### src/hw/rtl/roms_pkg.sv
// ----------------------------------------------------------------------------
// roms_pkg: shared types and constants
// Field widths, operation codes and the controller state type of the read
// overlap mismatch scorer.
// ----------------------------------------------------------------------------
package roms_pkg;

   // Fixed field widths.
   localparam int OP_W        = 2;
   localparam int POS_W       = 9;
   localparam int BASE_W      = 4;
   localparam int LEN_W       = 10;
   localparam int SCORE_W     = 31;
   localparam int COUNT_W     = 10;
   // Width of mismatches squared plus one (1023 * 1023 + 1 fits in 20 bits).
   localparam int SQ_W        = 20;

   localparam int REQ_TDATA_W = 48;
   localparam int RSP_TDATA_W = 56;

   localparam logic [BASE_W-1:0]  BASE_UNKNOWN = 4'hF;
   localparam logic [SCORE_W-1:0] SCORE_MAX    = 31'h7FFF_FFFF;

   // Operation codes carried on req_tuser.
   localparam logic [OP_W-1:0] OP_LOAD_FWD = 2'd0;
   localparam logic [OP_W-1:0] OP_LOAD_REV = 2'd1;
   localparam logic [OP_W-1:0] OP_SCORE    = 2'd2;

   typedef enum logic [2:0] {
      ST_IDLE,
      ST_WALK,
      ST_DRAIN,
      ST_MUL,
      ST_DIV,
      ST_OUT
   } state_type;

   // Status returned by the serial divider.
   typedef struct packed {
      logic busy;
      logic done;
   } div_stat_type;

endpackage

### src/hw/rtl/roms_base_store.sv
// ----------------------------------------------------------------------------
// roms_base_store: base mask memory
// One synchronous memory of nucleotide masks, one write port and one read
// port with registered read data.
// ----------------------------------------------------------------------------
module roms_base_store #(
   parameter int DEPTH = 512,
   parameter int AW    = 9
) (
   input  logic                       clock,
   input  logic                       wr_en,
   input  logic [AW-1:0]              wr_addr,
   input  logic [roms_pkg::BASE_W-1:0] wr_data,
   input  logic [AW-1:0]              rd_addr,
   output logic [roms_pkg::BASE_W-1:0] rd_data
);
   import roms_pkg::*;

   logic [BASE_W-1:0] mem_ff [DEPTH];
   logic [BASE_W-1:0] rd_data_ff;

   always_ff @(posedge clock) begin
      if (wr_en) begin
         mem_ff[wr_addr] <= wr_data;
      end
   end

   always_ff @(posedge clock) begin
      rd_data_ff <= mem_ff[rd_addr];
   end

   assign rd_data = rd_data_ff;

endmodule

### src/hw/rtl/roms_divider.sv
// ----------------------------------------------------------------------------
// roms_divider: serial restoring divider
// Divides a DW-bit dividend by a count, one quotient bit per cycle. The
// quotient stays valid after done until the next start.
// ----------------------------------------------------------------------------
module roms_divider #(
   parameter int DW = 32
) (
   input  logic                         clock,
   input  logic                         reset,
   input  logic                         start,
   input  logic [DW-1:0]                dividend,
   input  logic [roms_pkg::COUNT_W-1:0] divisor,
   output logic [DW-1:0]                quotient,
   output roms_pkg::div_stat_type       stat
);
   import roms_pkg::*;

   localparam int CW = $clog2(DW + 1);

   logic [DW-1:0]      quo_ff, quo_in;
   logic [COUNT_W-1:0] rem_ff, rem_in;
   logic [COUNT_W-1:0] div_ff, div_in;
   logic [CW-1:0]      cnt_ff, cnt_in;
   logic               busy_ff, busy_in;
   logic               done_ff, done_in;
   logic [COUNT_W:0]   trial;
   logic               fits;

   always_comb begin
      trial   = {rem_ff, quo_ff[DW-1]};
      fits    = (trial >= {1'b0, div_ff});
      quo_in  = quo_ff;
      rem_in  = rem_ff;
      div_in  = div_ff;
      cnt_in  = cnt_ff;
      busy_in = busy_ff;
      done_in = 1'b0;
      if (start) begin
         quo_in  = dividend;
         rem_in  = '0;
         div_in  = divisor;
         cnt_in  = CW'(DW);
         busy_in = 1'b1;
      end else if (busy_ff) begin
         quo_in = {quo_ff[DW-2:0], fits};
         rem_in = fits ? COUNT_W'(trial - {1'b0, div_ff}) : COUNT_W'(trial);
         cnt_in = cnt_ff - 1'b1;
         if (cnt_ff == CW'(1)) begin
            busy_in = 1'b0;
            done_in = 1'b1;
         end
      end
   end

   always_ff @(posedge clock) begin
      if (reset) begin
         busy_ff <= 1'b0;
         done_ff <= 1'b0;
         cnt_ff  <= '0;
      end else begin
         busy_ff <= busy_in;
         done_ff <= done_in;
         cnt_ff  <= cnt_in;
      end
   end

   always_ff @(posedge clock) begin
      quo_ff <= quo_in;
      rem_ff <= rem_in;
      div_ff <= div_in;
   end

   assign quotient  = quo_ff;
   assign stat.busy = busy_ff;
   assign stat.done = done_ff;

endmodule

### src/hw/rtl/read_overlap_mismatch_score.sv
// ----------------------------------------------------------------------------
// read_overlap_mismatch_score: overlap mismatch scorer for read pairs
// Holds a forward and a reverse read as nucleotide masks and scores a
// candidate overlap between them.
// ----------------------------------------------------------------------------
// Usage. Every request transaction carries an operation on req_tuser. A load
// writes one base mask into the forward or reverse store at the given
// position and gives no response; positions at or beyond MAX_READ are
// dropped. A score request walks the overlap one aligned position per
// cycle, reading both stores, then divides (m*m+1) << FRAC_BITS by the
// compared count in a serial divider, one quotient bit per cycle. When no
// position is compared the divide is skipped. req_tready is high only
// while the controller is idle, so one score runs at a time and no load
// is taken until its response has entered the output register. If the
// receiver stalls, a finished score waits in the controller until the
// output register frees, and the request channel stays stalled meanwhile.
// Reset clears the controller and the output valid; the base stores are not
// cleared, and reading an unwritten base is not allowed.
// ----------------------------------------------------------------------------
module read_overlap_mismatch_score #(
   parameter int MAX_READ  = 512,
   parameter int FRAC_BITS = 12
) (
   input  logic                             clock,
   input  logic                             reset,
   // Request channel.
   input  logic                             req_tvalid,
   output logic                             req_tready,
   // tdata: position[8:0], base[12:9], fwd_len[22:13],
   //        rev_len[32:23], overlap[42:33], zero fill above.
   input  logic [roms_pkg::REQ_TDATA_W-1:0] req_tdata,
   // tuser: op[1:0].
   input  logic [roms_pkg::OP_W-1:0]        req_tuser,
   // Response channel.
   output logic                             rsp_tvalid,
   input  logic                             rsp_tready,
   // tdata: score[30:0], mismatch_count[40:31], compared_count[50:41],
   //        zero fill above.
   output logic [roms_pkg::RSP_TDATA_W-1:0] rsp_tdata,
   // tuser: empty_res[0].
   output logic [0:0]                       rsp_tuser
);
   import roms_pkg::*;

   localparam int AW  = (MAX_READ > 1) ? $clog2(MAX_READ) : 1;
   localparam int LW  = $clog2(MAX_READ + 1);
   // Signed walk index width: covers -1023 up to MAX_READ.
   localparam int SW  = ((LW > LEN_W) ? LW : LEN_W) + 1;
   localparam int DW  = SQ_W + FRAC_BITS;

   // Request field unpacking.
   logic [POS_W-1:0]  req_position;
   logic [BASE_W-1:0] req_base;
   logic [LEN_W-1:0]  req_fwd_len;
   logic [LEN_W-1:0]  req_rev_len;
   logic [LEN_W-1:0]  req_overlap;

   assign req_position = req_tdata[8:0];
   assign req_base     = req_tdata[12:9];
   assign req_fwd_len  = req_tdata[22:13];
   assign req_rev_len  = req_tdata[32:23];
   assign req_overlap  = req_tdata[42:33];

   state_type          state_ff, state_in;
   logic [SW-1:0]      fi_ff, fi_in;
   logic [SW-1:0]      ri_ff, ri_in;
   logic [LEN_W-1:0]   cnt_ff, cnt_in;
   logic               cmp_vld_ff, cmp_vld_in;
   logic [COUNT_W-1:0] mism_ff, mism_in;
   logic [COUNT_W-1:0] comp_ff, comp_in;

   logic               rsp_tvalid_ff, rsp_tvalid_in;
   logic [SCORE_W-1:0] rsp_score_ff, rsp_score_in;
   logic [COUNT_W-1:0] rsp_mism_ff, rsp_mism_in;
   logic [COUNT_W-1:0] rsp_comp_ff, rsp_comp_in;
   logic               rsp_empty_ff, rsp_empty_in;

   logic               req_accept;
   logic               pos_in_range;
   logic               wr_fwd;
   logic               wr_rev;
   logic [LW-1:0]      flen_clamped;
   logic [LW-1:0]      rlen_clamped;
   logic [BASE_W-1:0]  fwd_base;
   logic [BASE_W-1:0]  rev_base;
   logic               mismatch;
   logic               walk_hit;

   logic               div_start;
   logic [DW-1:0]      div_dividend;
   logic [DW-1:0]      div_quotient;
   div_stat_type       div_stat;
   logic [SQ_W-1:0]    mism_sq;
   logic [63:0]        quo_wide;
   logic [SCORE_W-1:0] score_sat;

   assign req_tready   = (state_ff == ST_IDLE);
   assign req_accept   = req_tvalid && req_tready;
   assign pos_in_range = (32'(req_position) < MAX_READ);

   always_comb begin
      wr_fwd = 1'b0;
      wr_rev = 1'b0;
      unique case (req_tuser)
         OP_LOAD_FWD: wr_fwd = req_accept && pos_in_range;
         OP_LOAD_REV: wr_rev = req_accept && pos_in_range;
         default: begin
         end
      endcase
   end

   // Lengths above MAX_READ are clamped.
   assign flen_clamped = (32'(req_fwd_len) > MAX_READ) ?
                         LW'(MAX_READ) : LW'(req_fwd_len);
   assign rlen_clamped = (32'(req_rev_len) > MAX_READ) ?
                         LW'(MAX_READ) : LW'(req_rev_len);

   roms_base_store #(
      .DEPTH (MAX_READ),
      .AW    (AW)
   ) u_fwd_store (
      .clock   (clock),
      .wr_en   (wr_fwd),
      .wr_addr (AW'(req_position)),
      .wr_data (req_base),
      .rd_addr (fi_ff[AW-1:0]),
      .rd_data (fwd_base)
   );

   roms_base_store #(
      .DEPTH (MAX_READ),
      .AW    (AW)
   ) u_rev_store (
      .clock   (clock),
      .wr_en   (wr_rev),
      .wr_addr (AW'(req_position)),
      .wr_data (req_base),
      .rd_addr (ri_ff[AW-1:0]),
      .rd_data (rev_base)
   );

   // A position lies inside both reads when both indexes are non-negative;
   // the upper bounds hold by construction of the walk.
   assign walk_hit = !fi_ff[SW-1] && !ri_ff[SW-1];
   assign mismatch = (fwd_base == BASE_UNKNOWN) || (rev_base == BASE_UNKNOWN) ||
                     ((fwd_base & rev_base) == '0);

   // Mismatches squared plus one, registered inside the divider at start.
   assign mism_sq      = SQ_W'(mism_ff) * SQ_W'(mism_ff) + SQ_W'(1);
   assign div_dividend = DW'(mism_sq) << FRAC_BITS;
   assign div_start    = (state_ff == ST_MUL) && (comp_ff != '0);

   roms_divider #(
      .DW (DW)
   ) u_divider (
      .clock    (clock),
      .reset    (reset),
      .start    (div_start),
      .dividend (div_dividend),
      .divisor  (comp_ff),
      .quotient (div_quotient),
      .stat     (div_stat)
   );

   assign quo_wide  = 64'(div_quotient);
   assign score_sat = (quo_wide > 64'(SCORE_MAX)) ? SCORE_MAX : quo_wide[SCORE_W-1:0];

   always_comb begin
      state_in      = state_ff;
      fi_in         = fi_ff;
      ri_in         = ri_ff;
      cnt_in        = cnt_ff;
      cmp_vld_in    = 1'b0;
      mism_in       = mism_ff;
      comp_in       = comp_ff;
      rsp_tvalid_in = rsp_tvalid_ff && !rsp_tready;
      rsp_score_in  = rsp_score_ff;
      rsp_mism_in   = rsp_mism_ff;
      rsp_comp_in   = rsp_comp_ff;
      rsp_empty_in  = rsp_empty_ff;

      // Accumulate the compare whose bases arrive this cycle.
      if (cmp_vld_ff) begin
         comp_in = comp_ff + 1'b1;
         if (mismatch) begin
            mism_in = mism_ff + 1'b1;
         end
      end

      unique case (state_ff)
         ST_IDLE: begin
            if (req_accept && (req_tuser == OP_SCORE)) begin
               fi_in   = SW'(flen_clamped) - SW'(req_overlap);
               ri_in   = SW'(rlen_clamped) - SW'(1);
               cnt_in  = req_overlap;
               mism_in = '0;
               comp_in = '0;
               state_in = (req_overlap == '0) ? ST_DRAIN : ST_WALK;
            end
         end
         ST_WALK: begin
            cmp_vld_in = walk_hit;
            fi_in      = fi_ff + SW'(1);
            ri_in      = ri_ff - SW'(1);
            cnt_in     = cnt_ff - 1'b1;
            if (cnt_ff == LEN_W'(1)) begin
               state_in = ST_DRAIN;
            end
         end
         ST_DRAIN: begin
            state_in = ST_MUL;
         end
         ST_MUL: begin
            state_in = (comp_ff == '0) ? ST_OUT : ST_DIV;
         end
         ST_DIV: begin
            if (div_stat.done) begin
               state_in = ST_OUT;
            end
         end
         ST_OUT: begin
            if (!rsp_tvalid_ff || rsp_tready) begin
               rsp_tvalid_in = 1'b1;
               rsp_mism_in   = mism_ff;
               rsp_comp_in   = comp_ff;
               rsp_empty_in  = (comp_ff == '0);
               rsp_score_in  = (comp_ff == '0) ? SCORE_MAX : score_sat;
               state_in      = ST_IDLE;
            end
         end
         default: begin
            state_in = ST_IDLE;
         end
      endcase
   end

   always_ff @(posedge clock) begin
      if (reset) begin
         state_ff      <= ST_IDLE;
         cmp_vld_ff    <= 1'b0;
         rsp_tvalid_ff <= 1'b0;
      end else begin
         state_ff      <= state_in;
         cmp_vld_ff    <= cmp_vld_in;
         rsp_tvalid_ff <= rsp_tvalid_in;
      end
   end

   always_ff @(posedge clock) begin
      fi_ff        <= fi_in;
      ri_ff        <= ri_in;
      cnt_ff       <= cnt_in;
      mism_ff      <= mism_in;
      comp_ff      <= comp_in;
      rsp_score_ff <= rsp_score_in;
      rsp_mism_ff  <= rsp_mism_in;
      rsp_comp_ff  <= rsp_comp_in;
      rsp_empty_ff <= rsp_empty_in;
   end

   assign rsp_tvalid = rsp_tvalid_ff;
   assign rsp_tdata  = {5'b0, rsp_comp_ff, rsp_mism_ff, rsp_score_ff};
   assign rsp_tuser  = rsp_empty_ff;

   // A compare result only follows a walk cycle.
   assert property (@(posedge clock) disable iff (reset)
      cmp_vld_ff |-> $past(state_ff == ST_WALK))
      else $error("compare issued outside the overlap walk");

   // New requests are never taken while the divider is working.
   assert property (@(posedge clock) disable iff (reset)
      req_tready |-> !div_stat.busy)
      else $error("request accepted while divide in progress");

   // Mismatches never exceed compared positions.
   assert property (@(posedge clock) disable iff (reset)
      rsp_tvalid |-> (rsp_mism_ff <= rsp_comp_ff))
      else $error("mismatch count above compared count");

   // An empty result carries a zero compared count and a saturated score.
   assert property (@(posedge clock) disable iff (reset)
      (rsp_tvalid && rsp_empty_ff) |-> (rsp_comp_ff == '0 && rsp_score_ff == SCORE_MAX))
      else $error("empty result with inconsistent fields");

endmodule
### config.mk
export PLATFORM = sky130hd
export DESIGN_NAME = read_overlap_mismatch_score
export DESIGN_NICKNAME = d
export VERILOG_FILES = /design/src/hw/rtl/roms_pkg.sv /design/src/hw/rtl/roms_base_store.sv /design/src/hw/rtl/roms_divider.sv /design/src/hw/rtl/read_overlap_mismatch_score.sv
export SDC_FILE = /design/constraint.sdc
export NUM_CORES = 2
export LEC_CHECK = 0
export BUFFER_PORTS_ARGS = -buffer_cell sky130_fd_sc_hd__buf_2
export CAP_MARGIN = 30
export CORE_ASPECT_RATIO = 0.6
export CORE_MARGIN = 10
export CORE_UTILIZATION = 40
export CTS_CLUSTER_DIAMETER = 50
export DETAILED_ROUTE_END_ITERATION = 10
export SYNTH_ARGS = -nofsm -noshare
export SYNTH_HDL_FRONTEND = slang
export SYNTH_SLANG_ARGS = --single-unit
### constraint.sdc
create_clock -name clock -period 16 [get_ports clock]
set_input_delay 3.2 -clock clock [delete_from_list [all_inputs] [get_ports clock]]
set_output_delay 3.2 -clock clock [all_outputs]
set_load 0.01 [all_outputs]
# [Yosys cells after proc, flatten, opt, wreduce, memory -nomap -nowiden]
# Memories as Yosys holds them, arrays and structs flattened. A register that Yosys moved wholly into a read port is not among the register bits.
# Index checks and enable logic that the tools add are counted.
[op_classes] multipliers=1 muxes=39 shift=0 n_addsub=10 eq_ne=15 n_bitwise=3 n_lt_le_gt_ge=4 reduce_logical=27 div_mod_pow=0
[ops] operator="$mux 10" n=11
[ops] operator="$mux 32" n=2
[ops] operator="$pmux 11 s2" n=2
[ops] operator="$gt 32x31->1 const B" n=1
[ops] operator="$mux 11" n=2
[ops] operator="$add 10x1->10 const B" n=2
[ops] operator="$add 20x1->20 const B" n=1
[ops] operator="$gt 10x10->1 const B" n=2
[ops] operator="$logic_not 10->1" n=2
[ops] operator="$mul 10x10->20" n=1
[ops] operator="$pmux 10 s2" n=1
[ops] operator="$pmux 3 s6" n=1
[ops] operator="$mux 1" n=13
[ops] operator="$mux 3" n=4
[ops] operator="$mux 6" n=2
[ops] operator="$add 11x1->11 const B" n=1
[ops] operator="$ge 11x10->1" n=1
[ops] operator="$sub 10x1->11 const B" n=1
[ops] operator="$sub 10x10->11" n=1
[ops] operator="$sub 11x1->11 const B" n=1
[ops] operator="$eq 10x1->1 const B" n=1
[ops] operator="$reduce_bool 10->1" n=1
[ops] operator="$sub 10x1->10 const B" n=1
[ops] operator="$sub 10x10->10" n=1
[ops] operator="24 further kinds" n=43
[word_totals] n_memories=2 regBits=169 ramBits=4096 out_inout_bits=59 wordCells=121 latch_bits=0 mem_bits_ro=0 inputBits=54
[mem_list] memory="u_fwd_store.mem_ff" depth=512 width=4 rd=1 rd_ports_with_merged_regs=1 write_ports=1 line_no="roms_base_store.sv:19" rtl="logic [BASE_W-1:0] mem_ff [DEPTH];"
[mem_list] memory="u_rev_store.mem_ff" depth=512 width=4 rd=1 rd_ports_with_merged_regs=1 write_ports=1 line_no="roms_base_store.sv:19"

# [Depth between registers and ports, before layout]
[logic_depth] depth_word=7 ltp_mapped=19 ltp_nobuf=18

# [By module]
# From an unflattened synthesis, not the netlist that was laid out.
[unflattened] hier_cells=9875 hier_area_um2=174439.8
[by_module_without_submodules] mod="roms_base_store" instances=2 seq_area_each_um2=61579.1 area_each_um2=81604.5 cells_each=4403
[by_module_without_submodules] mod="read_overlap_mismatch_score" instances=1 seq_area_each_um2=3022.9 area_each_um2=8250.4 cells_each=832
[by_module_without_submodules] mod="roms_divider" instances=1 seq_area_each_um2=1621.6 area_each_um2=2980.4 cells_each=237

# [Worst setup path before layout]
# OpenSTA, ideal clock, no wires.
[synth_path] path_type="input to register" from="in rsp_tready" to="reg rsp_comp_ff[0], enable pin" n_path_buf=0 arrival_time_ns=5.449 setup_ns=0.462 path_slack_ns=10.089 cell_stages=2 required_time_ns=15.538 path_cell_list="nor2b_1 nor2_1"
[synth_between] elab_chain_cells=2
[synth_lines] item="start, declared" line_no="read_overlap_mismatch_score.sv:36" rtl="input logic rsp_tready,"
[synth_lines] item="$logic_or 1x1->1" line_no="read_overlap_mismatch_score.sv:222" rtl="if (!rsp_tvalid_ff || rsp_tready) begin"
[synth_lines] item="$reduce_and 2->1 (no source line)"
[synth_lines] item="end signal, assigned" line_no="read_overlap_mismatch_score.sv:257" rtl="rsp_comp_ff <= rsp_comp_in;"
[synth_lines] item="end, declared" line_no="read_overlap_mismatch_score.sv:75" rtl="logic [COUNT_W-1:0] rsp_comp_ff, rsp_comp_in;"
# Every way passes these cells.
# A chain may end at the register's enable or synchronous reset.

==> flow_summary_export.csv <==
group,metric,value,unit
global_route,grt_max_degree,221,
clock_tree,clkTransAtPathRegs,0.07,ns
clock_tree,cts_buffer_depth,4,
worst_setup_path,cp-start-kind,"flip-flop",
logic_synthesis,synth_area_per_cell,18.87,um2
worst_hold_path,min_to,"u_divider.rem_ff[9]",
status,status,"finished clean",
worst_hold_path,hold_path.startpoint,"u_divider.rem_ff[9]",
logic_synthesis,syn_area,171200,um2
worst_hold_path,whs_path_depth,2,
global_route,grt_antenna_before_repair,37,
clock_tree,htree_num_levels,5,
die,io_pins,113,
timing,slew_headroom,0.1412,
global_route,gr-usage-all-layers,0.1948,
routing,wl,456600,um
timing,min_period,5.856,ns
clock_tree,hold_buffers,0,
routing,vias,89430,
place,dpl_cell_area,178200,um2
worst_hold_path,hp-class,"reg2reg",
die,die_w,864.7,um
timing,drv_slew,0,
clock_tree,clockRootBuffer,"clkbuf_16",
place,port_buffers,102,
timing,setup_tns,0,ns
final_layout,final_cell_mix,"edfxtp_1, nor2_1, mux4_2",
timing,grt_setup_unrepaired,"false",
worst_setup_path,cp_cell_sequence,"buf_4, buf_12, buf_4, buf_4, mux4_2, a22oi_1, nand3_1, a211oi_1, a21o_1, a211oi_1, nor4_1, a31oi_1",
final_layout,final_nets,9357,
logic_synthesis,synth-edff-count,4210,
logic_synthesis,ys_ff_latch,4273,
final_layout,area_delta_synth_final,11.30,%
timing,setup_viol,0,
die,initial_core_util,0.4008,
clock_tree,clk_latency,0.98,ns
logic_synthesis,yosysWarnings,0,
timing,fmax,170.8,MHz
worst_setup_path,r2r_setup_slack,10.14,ns
logic_synthesis,async_flop_share,0,
global_route,grt_pass1_wl,655300,um
worst_setup_path,r2r_cells,12,
routing,ant_nets,0,
worst_setup_path,worst_path_max_delay_cell,"buf_4",
worst_setup_path,cpPeakStageDelay,0.77,ns
worst_setup_path,cp-end-kind,"flip-flop",
clock_tree,post_cts_buffers,0,
worst_setup_path,critPathMostFrequentCell,"buf_4",
routing,drt_iter0_markers,12380,
power,power,28600,uW
timing,finClkSkew,0.09268,ns
worst_setup_path,rr_endpoint,"u_fwd_store.rd_data[3]",
place,gp_congestion,0.8262,
die,core,427300,um2
routing,post_drt_wl_per_cell,29.98,um
timing,hold_viol,0,
worst_setup_path,r2r_start,"fi_ff[0]",
logic_synthesis,ys_types,75,
die,rows,186,
clock_tree,postCtsResizedCells,0,
run,maxCapViolCount,0,
die,die_h,526.8,um
worst_setup_path,required,16.78,ns
power,vdd_drop_max,0.1298,mV
global_route,grt_overflow,0,
die,die_area,455500,um2
timing,worstMarginPinSlew,1.288,ns
worst_setup_path,crit_type,"reg2reg",
final_layout,layout-drive-gt1-share,0.2114,
power,total_leakage_power,0.05871,uW
place,dp_hpwl,276700,um
routing,drc,0,
clock_tree,cts.sinks,4273,
clock_tree,cts_tree,"built",
logic_synthesis,synth_flop_cell,"edfxtp_1",
final_layout,stdcell_area,190600,um2
power,p_per_area,150.1,nW/um2
logic_synthesis,ys_seq_area_frac,0.7456,
worst_setup_path,arrival,6.63,ns
routing,detail_route.vias_per_cell,5.872,
worst_setup_path,worstPathMaxFanout,61,
routing,drtPass1Iterations,6,
timing,fin_crit_sh,0.3660,
global_route,grt_pass1_vias,88980,
logic_synthesis,syn_inst,9073,
clock_tree,cts_buffers,380,
final_layout,mostFrequentLayoutCell,"edfxtp_1",
-- registers in the layout, indices dropped and copies added, names as in the netlist, 6 cells and up --
signal	cells
u_fwd_store.mem_ff	2048
u_rev_store.mem_ff	2048
u_divider.quotient	32
rsp_score_ff	31
fi_ff	11
ri_ff	11
cnt_ff	10
comp_ff	10
mism_ff	10
rsp_comp_ff	10
rsp_mism_ff	10
u_divider.div_ff	10
u_divider.rem_ff	10
u_divider.cnt_ff	6
-- critical path: cells and delay by family (launching register included) --
| family | cells | cell delay (ns) |
|---|---|---|
| buffers and inverters | 4 | 2.61 |
| AO/OA/AOI/OAI | 5 | 1.39 |
| AND/OR/NAND/NOR | 2 | 0.63 |
| multiplexers | 1 | 0.62 |
| flip-flops | 1 | 0.35 |
-- metrics by stage --
| step | utilization | hold WS, ns | instances | worst slack (ns) |
|---|---|---|---|---|
| 6_report | 0.4461 | 0.4788 | 15230 | 10.14 |
| 5_1_grt | 0.4460 | 0.5248 | 15220 | 9.709 |
| 4_1_cts | 0.4458 | 0.4825 | 15210 | 10.02 |
| 3_5_place_dp | 0.4171 | 0.4727 | 14520 | 9.251 |
| 3_3_place_gp | 0.4169 | 0.4622 | 14520 | 9.436 |
| 2_1_floorplan | - | 0.4281 | 9077 | 10.09 |
-- Yosys cell counts, drive strengths merged, types with 37 or more instances --
library cell  number  share of area
a31oi             55         0.0020
buf              253         0.0092
ha                77         0.0056
edfxtp          4210           0.74
inv              100         0.0022
o22ai             77         0.0028
clkbuf           372         0.0082
and2              37         0.0014
xnor2             39         0.0020
a22oi             98         0.0043
fa                49         0.0057
nor2b             40         0.0015
a21oi             78         0.0023
a22o              38         0.0019
or3               40         0.0015
nor2            1185          0.026
o21ai            182         0.0053
dfxtp             63         0.0074
nand2            391         0.0086
a221oi            58         0.0030
mux2i            118         0.0069
nor3              42         0.0012
mux4            1019           0.13
nand3            129         0.0038
-- report_power, final --
group          internal, uW  total [uW]  switching, uW
combinational          2580        6860           4280
clock                  5110        9250           4140
sequential            12400       12500            100
total                 20100       28600           8520
-- worst max-delay path by stage --
stage,startpoint,endpoint,slack (ns)
2_1_floorplan,rsp_tready,rsp_comp_ff[0],10.09
3_3_place_gp,req_tvalid,u_fwd_store.mem_ff[362][1],9.44
3_5_place_dp,req_tdata[10],u_rev_store.mem_ff[216][1],9.25
4_1_cts,fi_ff[0],u_fwd_store.rd_data[3],10.02
5_1_grt,fi_ff[0],u_fwd_store.rd_data[3],9.71
6_report,fi_ff[0],u_fwd_store.rd_data[3],10.14
-- cell families after synthesis --
kind of cell,Yosys count,share of synthesized area
AO/OA/AOI/OAI,723,0.02822
flip-flops,4273,0.7456
other,1,0.00002190
adder cells (fa/ha/maj),126,0.01135
buffers and inverters,727,0.01961
multiplexers,1169,0.1430
AND/OR/NAND/NOR,1981,0.04843
XOR/XNOR,73,0.003734
-- metal layers --
metal | up-vias | track usage | wire (um)
met3 | 562 | 0.07159 | 59970
met5 | - | 0.005272 | 396
met1 | 47380 | 0.2971 | 199100
li1 | 36590 | - | -
met4 | 11 | 0.03883 | 8875
met2 | 4885 | 0.2660 | 188300
-- area by class of cell --
class / count / area [um2]
fillers: 36060 / 236700
flip-flops and latches: 4273 / 127700
multi-input cells: 4077 / 40390
clock buffers: 456 / 10060
well taps: 5734 / 7174
repair buffers: 343 / 2655
clock inverters: 234 / 2211
inverters: 102 / 387.9
diodes: 10 / 25.02
No activity file was read; power rests on OpenSTA's default activity.
